==> src/ordered_list_insert_store_core_macros.svh <==
// assertion macros shared by the ordered list insert store
`ifndef ORDERED_LIST_INSERT_STORE_CORE_MACROS_SVH
`define ORDERED_LIST_INSERT_STORE_CORE_MACROS_SVH

// same-cycle implication, clocked on clk, off during reset
`define OLS_ASSERT_NOW(lbl, ante, cons) \
    lbl: assert property (@(posedge clk) disable iff (!rst_n) (ante) |-> (cons)) \
        else $error("ordered list store check failed");

// next-cycle implication, clocked on clk, off during reset
`define OLS_ASSERT_NEXT(lbl, ante, cons) \
    lbl: assert property (@(posedge clk) disable iff (!rst_n) (ante) |=> (cons)) \
        else $error("ordered list store check failed");

`endif

==> src/ols_pkg.sv <==
// shared types and constants for the ordered list insert store
package ols_pkg;

    localparam int DEPTH  = 32;
    localparam int IDX_W  = $clog2(DEPTH);
    localparam int CNT_W  = 6;
    localparam int VAL_W  = 32;
    localparam int MODE_W = 3;
    localparam int POS_W  = 6;
    localparam int STAT_W = 2;

    localparam logic [MODE_W-1:0] MODE_FRONT = 3'd0;
    localparam logic [MODE_W-1:0] MODE_BACK  = 3'd1;
    localparam logic [MODE_W-1:0] MODE_POS   = 3'd2;
    localparam logic [MODE_W-1:0] MODE_COUNT = 3'd3;
    localparam logic [MODE_W-1:0] MODE_READ  = 3'd4;

    localparam logic [STAT_W-1:0] STAT_OK    = 2'd0;
    localparam logic [STAT_W-1:0] STAT_RANGE = 2'd1;
    localparam logic [STAT_W-1:0] STAT_FULL  = 2'd2;
    localparam logic [STAT_W-1:0] STAT_EMPTY = 2'd3;

    // controller to datapath
    typedef struct packed {
        logic load_in;
        logic exec;
        logic rd_step;
    } ols_cmd_t;

    // datapath to controller
    typedef struct packed {
        logic [MODE_W-1:0] mode;
        logic              count_zero;
        logic              rd_last;
    } ols_stat_t;

endpackage

==> src/ols_ctrl.sv <==
// control state machine for the ordered list insert store
module ols_ctrl
    import ols_pkg::*;
(
    input  logic      clk,
    input  logic      rst_n,
    input  logic      start,
    output logic      busy,
    input  ols_stat_t stat,
    output ols_cmd_t  cmd
);

    localparam logic [1:0] S_IDLE = 2'd0;
    localparam logic [1:0] S_EXEC = 2'd1;
    localparam logic [1:0] S_READ = 2'd2;

    logic [1:0] state_reg;
    logic [1:0] state_next;

    always_comb
    begin
        state_next  = state_reg;
        cmd.load_in = 1'b0;
        cmd.exec    = 1'b0;
        cmd.rd_step = 1'b0;
        case (state_reg)
            S_IDLE:
            begin
                if (start)
                begin
                    cmd.load_in = 1'b1;
                    state_next  = S_EXEC;
                end
            end
            S_EXEC:
            begin
                cmd.exec = 1'b1;
                if (stat.mode == MODE_READ && !stat.count_zero)
                    state_next = S_READ;
                else
                    state_next = S_IDLE;
            end
            S_READ:
            begin
                cmd.rd_step = 1'b1;
                if (stat.rd_last)
                    state_next = S_IDLE;
            end
            default:
                state_next = S_IDLE;
        endcase
    end

    assign busy = (state_reg != S_IDLE);

    always_ff @(posedge clk or negedge rst_n)
    begin
        if (!rst_n)
            state_reg <= S_IDLE;
        else
            state_reg <= state_next;
    end

endmodule

==> src/ols_datapath.sv <==
// shifting cell store, count and result registers
module ols_datapath
    import ols_pkg::*;
(
    input  logic                     clk,
    input  logic                     rst_n,
    input  ols_cmd_t                 cmd,
    output ols_stat_t                stat,
    input  logic [MODE_W-1:0]        mode,
    input  logic signed [VAL_W-1:0]  value,
    input  logic [POS_W-1:0]         position,
    output logic                     done,
    output logic signed [VAL_W-1:0]  element,
    output logic [CNT_W-1:0]         count,
    output logic [STAT_W-1:0]        status,
    output logic                     last
);

    localparam logic [CNT_W-1:0] FULL_CNT = CNT_W'(DEPTH);

    logic [MODE_W-1:0]  mode_reg;
    logic [VAL_W-1:0]   value_reg;
    logic [POS_W-1:0]   position_reg;
    logic [CNT_W-1:0]   count_reg;
    logic [CNT_W-1:0]   count_next;
    logic [IDX_W-1:0]   rd_idx_reg;
    logic [IDX_W-1:0]   rd_idx_next;
    logic [VAL_W-1:0]   cell_reg  [DEPTH];
    logic [VAL_W-1:0]   cell_next [DEPTH];

    logic               done_reg;
    logic               done_next;
    logic [VAL_W-1:0]   element_reg;
    logic [VAL_W-1:0]   element_next;
    logic [CNT_W-1:0]   count_out_reg;
    logic [CNT_W-1:0]   count_out_next;
    logic [STAT_W-1:0]  status_reg;
    logic [STAT_W-1:0]  status_next;
    logic               last_reg;
    logic               last_next;

    logic               is_ins;
    logic               full;
    logic               range_bad;
    logic               do_ins;
    logic [CNT_W-1:0]   at;
    logic               rd_last;

    always_comb
    begin
        is_ins    = mode_reg inside {MODE_FRONT, MODE_BACK, MODE_POS};
        full      = (count_reg == FULL_CNT);
        range_bad = (mode_reg == MODE_POS) &&
                    ((position_reg == '0) || (CNT_W'(position_reg) > count_reg));
        do_ins    = cmd.exec && is_ins && !range_bad && !full;
        case (mode_reg)
            MODE_FRONT: at = '0;
            MODE_BACK:  at = count_reg;
            default:    at = CNT_W'(position_reg);
        endcase
        rd_last   = ((CNT_W'(rd_idx_reg) + CNT_W'(1)) == count_reg);
    end

    // open a gap at slot at and drop the value in
    always_comb
    begin
        cell_next[0] = cell_reg[0];
        if (do_ins && at == '0)
            cell_next[0] = value_reg;
        for (int i = 1; i < DEPTH; i++)
        begin
            cell_next[i] = cell_reg[i];
            if (do_ins)
            begin
                if (CNT_W'(i) == at)
                    cell_next[i] = value_reg;
                else if (CNT_W'(i) > at && CNT_W'(i) <= count_reg)
                    cell_next[i] = cell_reg[i-1];
            end
        end
    end

    always_comb
    begin
        count_next     = count_reg + CNT_W'(do_ins);
        rd_idx_next    = rd_idx_reg;
        done_next      = 1'b0;
        element_next   = '0;
        count_out_next = count_next;
        status_next    = STAT_OK;
        last_next      = 1'b1;
        if (cmd.exec)
        begin
            rd_idx_next = '0;
            if (is_ins || mode_reg == MODE_COUNT ||
                (mode_reg == MODE_READ && count_reg == '0))
                done_next = 1'b1;
            if (range_bad)
                status_next = STAT_RANGE;
            else if (is_ins && full)
                status_next = STAT_FULL;
            else if (mode_reg == MODE_READ)
                status_next = STAT_EMPTY;
        end
        else if (cmd.rd_step)
        begin
            rd_idx_next  = rd_idx_reg + IDX_W'(1);
            done_next    = 1'b1;
            element_next = cell_reg[rd_idx_reg];
            last_next    = rd_last;
        end
    end

    always_ff @(posedge clk or negedge rst_n)
    begin
        if (!rst_n)
        begin
            count_reg  <= '0;
            rd_idx_reg <= '0;
            done_reg   <= 1'b0;
        end
        else
        begin
            count_reg  <= count_next;
            rd_idx_reg <= rd_idx_next;
            done_reg   <= done_next;
        end
    end

    always_ff @(posedge clk)
    begin
        if (cmd.load_in)
        begin
            mode_reg     <= mode;
            value_reg    <= value;
            position_reg <= position;
        end
        for (int i = 0; i < DEPTH; i++)
            cell_reg[i] <= cell_next[i];
        element_reg   <= element_next;
        count_out_reg <= count_out_next;
        status_reg    <= status_next;
        last_reg      <= last_next;
    end

    assign stat.mode       = mode_reg;
    assign stat.count_zero = (count_reg == '0);
    assign stat.rd_last    = rd_last;

    assign done    = done_reg;
    assign element = element_reg;
    assign count   = count_out_reg;
    assign status  = status_reg;
    assign last    = last_reg;

endmodule

==> src/ordered_list_insert_store_core.sv <==
// top level of the ordered list insert store
//
// Keeps an ordered list of up to DEPTH (32) signed 32-bit values in a row
// of shifting cells, starting empty. An item is taken when start is high
// and busy is low. Modes: 0 insert at front, 1 insert at back, 2 insert
// after the first 'position' elements (valid for 1 to count), 3 report the
// count, 4 read out the list. Modes 5 to 7 give no result and change
// nothing. Every result is shown for one cycle with done high and cannot
// be held off; count is the count after the operation, last marks the
// final result of the item. Inserts and count run in two steps: capture
// of the item, then one in which the result register loads and, for an
// insert, the cells above the slot shift up one place at once. A readout
// runs as the capture step, a check step, then one cell a cycle through
// the single read port of the cell row. An empty readout gives one
// result with status empty. Results are registered, so a new item may be
// started in the same cycle as the previous result shows. Cells hold
// nothing meaningful until written; only cells below count are ever read.
`include "ordered_list_insert_store_core_macros.svh"

module ordered_list_insert_store_core
    import ols_pkg::*;
(
    input  logic                     clk,
    input  logic                     rst_n,
    input  logic                     start,
    output logic                     busy,
    input  logic [MODE_W-1:0]        mode,
    input  logic signed [VAL_W-1:0]  value,
    input  logic [POS_W-1:0]         position,
    output logic                     done,
    output logic signed [VAL_W-1:0]  element,
    output logic [CNT_W-1:0]         count,
    output logic [STAT_W-1:0]        status,
    output logic                     last
);

    // command and status between controller and datapath
    ols_cmd_t  cmd;
    ols_stat_t stat;

    // sequencing: idle, execute, then for a readout one read step per stored element
    ols_ctrl u_ctrl (
        .clk   (clk),
        .rst_n (rst_n),
        .start (start),
        .busy  (busy),
        .stat  (stat),
        .cmd   (cmd)
    );

    // cells, count and the result registers
    ols_datapath u_datapath (
        .clk      (clk),
        .rst_n    (rst_n),
        .cmd      (cmd),
        .stat     (stat),
        .mode     (mode),
        .value    (value),
        .position (position),
        .done     (done),
        .element  (element),
        .count    (count),
        .status   (status),
        .last     (last)
    );

    // an accepted item always occupies the block for the next cycle
    `OLS_ASSERT_NEXT(a_accept_busy, start && !busy, busy)
    // the count never exceeds the cell row
    `OLS_ASSERT_NOW(a_count_bound, done, count <= CNT_W'(DEPTH))
    // any error or empty report is a single, final result
    `OLS_ASSERT_NOW(a_err_last, done && status != STAT_OK, last)
    // readout results come back to back until the last one
    `OLS_ASSERT_NEXT(a_read_burst, done && !last, done)

endmodule
==> config.mk <==
export PLATFORM = sky130hd
export DESIGN_NAME = ordered_list_insert_store_core
export DESIGN_NICKNAME = d
export VERILOG_FILES = /design/src/ols_pkg.sv /design/src/ols_ctrl.sv /design/src/ols_datapath.sv /design/src/ordered_list_insert_store_core.sv
export VERILOG_INCLUDE_DIRS = /design/src /design/src/src
export SDC_FILE = /design/constraint.sdc
export NUM_CORES = 2
export LEC_CHECK = 0
export BUFFER_PORTS_ARGS = -buffer_cell sky130_fd_sc_hd__buf_4
export CAP_MARGIN = 10
export CORE_MARGIN = 5
export CORE_UTILIZATION = 40
export DETAILED_ROUTE_END_ITERATION = 12
export PLACE_DENSITY_LB_ADDON = 0.25
export SYNTH_ARGS = -nofsm -noshare
export SYNTH_HDL_FRONTEND = slang
export SYNTH_SLANG_ARGS = --single-unit
export TNS_END_PERCENT = 50
==> constraint.sdc <==
create_clock -name clk -period 8 [get_ports clk]
set_input_delay 0.4 -clock clk [delete_from_list [all_inputs] [get_ports clk]]
set_output_delay 0.4 -clock clk [all_outputs]
set_load 0.03 [all_outputs]
==> results.toml <==
[status]
status = "complete, no violations"

[layout]
nNetsFinal = 3237
area_growth_pct = 11.86
drive_gt1_share_pct = 49.79
final_area_um2 = 61900
largest_register_ffs = 1024

[timing]
finalHoldViolCount = 0
setup_violations = 0
slew_viol_final = 0
fin_hold_ws_ps = 61.83
layout_min_cycle_time_ps = 4860
grt_setup_unrepaired = "false"
min_period_over_period_pct = 60.75
relSlewSlack_pct = 13.07
fin_skew_ps = 34.26
max_freq_mhz = 205.8
tightest_slew_ps = 1299

[worst_setup_path]
crit_top_cell = "nor2_4"
cp_slowest_stage_delay_ps = 1070
end_kind = "flip-flop"
critical_path_class = "flip-flop to flip-flop"
cp_data_arrival_time_ps = 5200
critPathMaxFanout = 33
path_buf_inv = 0
crit_required_ps = 8340
cp_cell_sequence = "or2_1 -> o21ai_1 -> nand4_2 -> nor2_4 -> nor2_1 -> nor2_4"
crit_family = "simple AND/OR/NAND/NOR gates"
slowest_stage = "nor2_4"
startpoint_type = "flip-flop"

[yosys]
ys_seq_area_share_pct = 59.91
synth-main-ff-cell = "edfxtp_1"
synth_edf_count = 1065
yosys_register_bits = 1120
avgSynthCellArea_um2 = 17.42
async_reset_ff_share_pct = 1.250
netlist_area_um2 = 55330
synth_nets = 3234
synth_cell_types = 66
syn-instance-count = 3177
ys_warn_count = 0

[floorplan]
initial_core_util_pct = 40.25
die_y_um = 381.9
core-area_um2 = 137500
rows = 136
fp.dieArea_um2 = 145900
die_x_um = 381.9
ios = 87

[pwr]
power_density_nw_per_um2 = 260.5
totalPowerFinal_w = 0.01612
leakage_nw = 19.57
vdd_drop_max_mv = 0.2289

[route]
via_per_inst = 6.055
dr.pass1.iters = 5
wl_per_cell_um = 29.25
drc = 0
vias = 30710
drtAntennaViolNets = 0
drt_iter0_drc = 2906
routed_wl_mm = 148.4

[placed_design]
hpwl_mm = 93.22
dpl_cell_area_um2 = 57760
gp_congestion = 0.8488
io_buffers = 86

[clocking]
path_clk_slew_ps = 70
cts_tree = "done"
cts_buffer_depth = 3
htreeDepth = 3
cts_root_buf = "clkbuf_16"
cts_buffers = 118
clkLatencyLatePin_ps = 740
cts_sinks = 1120
post_cts_buffers = 0

[run]
drv_cap = 0

[global_routing]
antenna_found_initial = 2
grt_pass1_wl_mm = 221.3
grt_pass1_vias = 31870
grt_overflow = 0
grtUsageTotal_pct = 20.03
grt_max_degree = 93

[worst_hold_path]
holdCritPathClass = "primary input to asynchronous set/reset pin"
[cells in the mapped netlist, types with 3 or more instances]
cell type,instances,share of area [%]
mux2_1,48,0.98
nand3b_1,3,0.041
edfxtp_1,1065,58
dfxtp_1,41,1.5
xor2_1,3,0.047
mux4_2,288,12
o31ai_1,4,0.054
a22oi_1,32,0.43
o211a_1,32,0.58
clkbuf_1,171,1.2
o211ai_1,6,0.081
inv_1,12,0.081
o21ai_0,23,0.21
mux2i_1,34,0.62
mux2_2,945,19
a31oi_1,8,0.090
o21ba_2,5,0.090
nor2_2,5,0.057
nand3_1,11,0.099
nand4_1,3,0.034
and2_1,3,0.034
a21oi_1,29,0.26
nor4_4,3,0.12
o21ai_1,5,0.045
nor3_1,12,0.11
dfrtp_1,14,0.63
a211oi_1,34,0.46
nor3_2,3,0.054
xnor2_1,4,0.063
nand2_1,48,0.33
nor2b_1,33,0.37
nand2b_1,4,0.045
nor2_1,52,0.35
ha_1,13,0.29
buf_4,20,0.27
o21a_1,6,0.081
buf_2,109,0.99
buf_1,10,0.068
[per-stage QoR]
stage          util (%)  instances  setup TNS [ps]  setup slack (ps)
2_1_floorplan         -       3177           -2231            -69.71
3_3_place_gp      42.01       4809               0              3167
3_5_place_dp      42.01       4809               0              3109
4_1_cts           44.98       5064               0              3126
5_1_grt           45.02       5072               0              2894
6_report          45.02       5072               0              3140
[what timing repair did]
action,in CTS,in global routing
endpoints found under the hold margin,56,0
hold buffers,43,0
gates resized for setup,0,0
[worst paths after layout]
kind	slack (ps)	endpoint	start	cells after the start
setup / recovery	3140	u_datapath.cell_reg[9][9]	u_datapath.mode_reg[2]	6
hold / removal	60	u_datapath.count_reg[1]	rst_n	2
setup reg to reg	3140	u_datapath.cell_reg[9][9]	u_datapath.mode_reg[2]	6
hold reg to reg	560	u_datapath.cell_reg[14][3]	u_datapath.cell_reg[13][3]	1
max in group asynchronous	7740	u_datapath.rd_idx_reg[2]	rst_n	2
min in group clk	380	u_datapath.value_reg[13]	value[13]	2
[power by group]
group,total [W],internal [W],switching (W)
sequential,0.00709,0.00661,0.000478
combinational,0.00380,0.00172,0.00208
clock,0.00524,0.00292,0.00232
total,0.0161,0.0112,0.00488
[routing by layer]
| metal | GRT usage [%] | part of all wire [%] |
|---|---|---|
| met1 | 29.56 | 46 |
| met2 | 30.92 | 46 |
| met3 | 2.950 | 5.9 |
| met4 | 5.903 | 2.5 |
| met5 | 0 | 0 |
[cell type report]
type | count | area [µm²]
sequential | 1120 | 33170
timing repair buffer | 193 | 1609
inverter | 13 | 48.80
tap | 1794 | 2245
antenna | 6 | 15.01
fill | 11680 | 75600
multi-input combinational | 1734 | 21160
clock buffer | 145 | 3161
clock inverter | 67 | 489.2
[logic make-up after synthesis]
logic type	share of synthesized area (%)
XOR/XNOR	0.1108
flip-flops	59.91
AO/OA/AOI/OAI	2.752
adder cells (fa/ha/maj)	0.2940
multiplexers	32.54
AND/OR/NAND/NOR	1.813
buffers and inverters	2.573
[worst register-to-register path, stage by stage (launching register included)]
cell and delay (ps):
edfxtp_1 550, or2_1 440, o21ai_1 850, nand4_2 420, nor2_4 1070, nor2_1 220, nor2_4 880
[placed cells by master, fill, tap and decap left out, types with 6 or more instances in the layout]
cell and instances:
edfxtp_1 1065, mux2_2 945, mux4_2 288, buf_4 146
clkbuf_16 123, mux2_1 48, dlygate4sd3_1 43, dfxtp_1 41
nand2_1 40, a211oi_1 34, mux2i_1 34, nor2b_1 33
a22oi_1 32, o211a_1 32, nor2_1 30, clkinv_1 30
nor2_4 26, o21ai_0 23, clkbuf_1 22, clkinv_2 19
a21oi_1 17, inv_1 12, a21oi_4 12, ha_1 12
nand3_1 11, nand2_2 10, dfrtp_1 9, nor3_1 8
a31oi_1 8, diode_2 6, o21a_1 6, o211ai_1 6
Note: power is estimated with default switching activity, not from simulation.
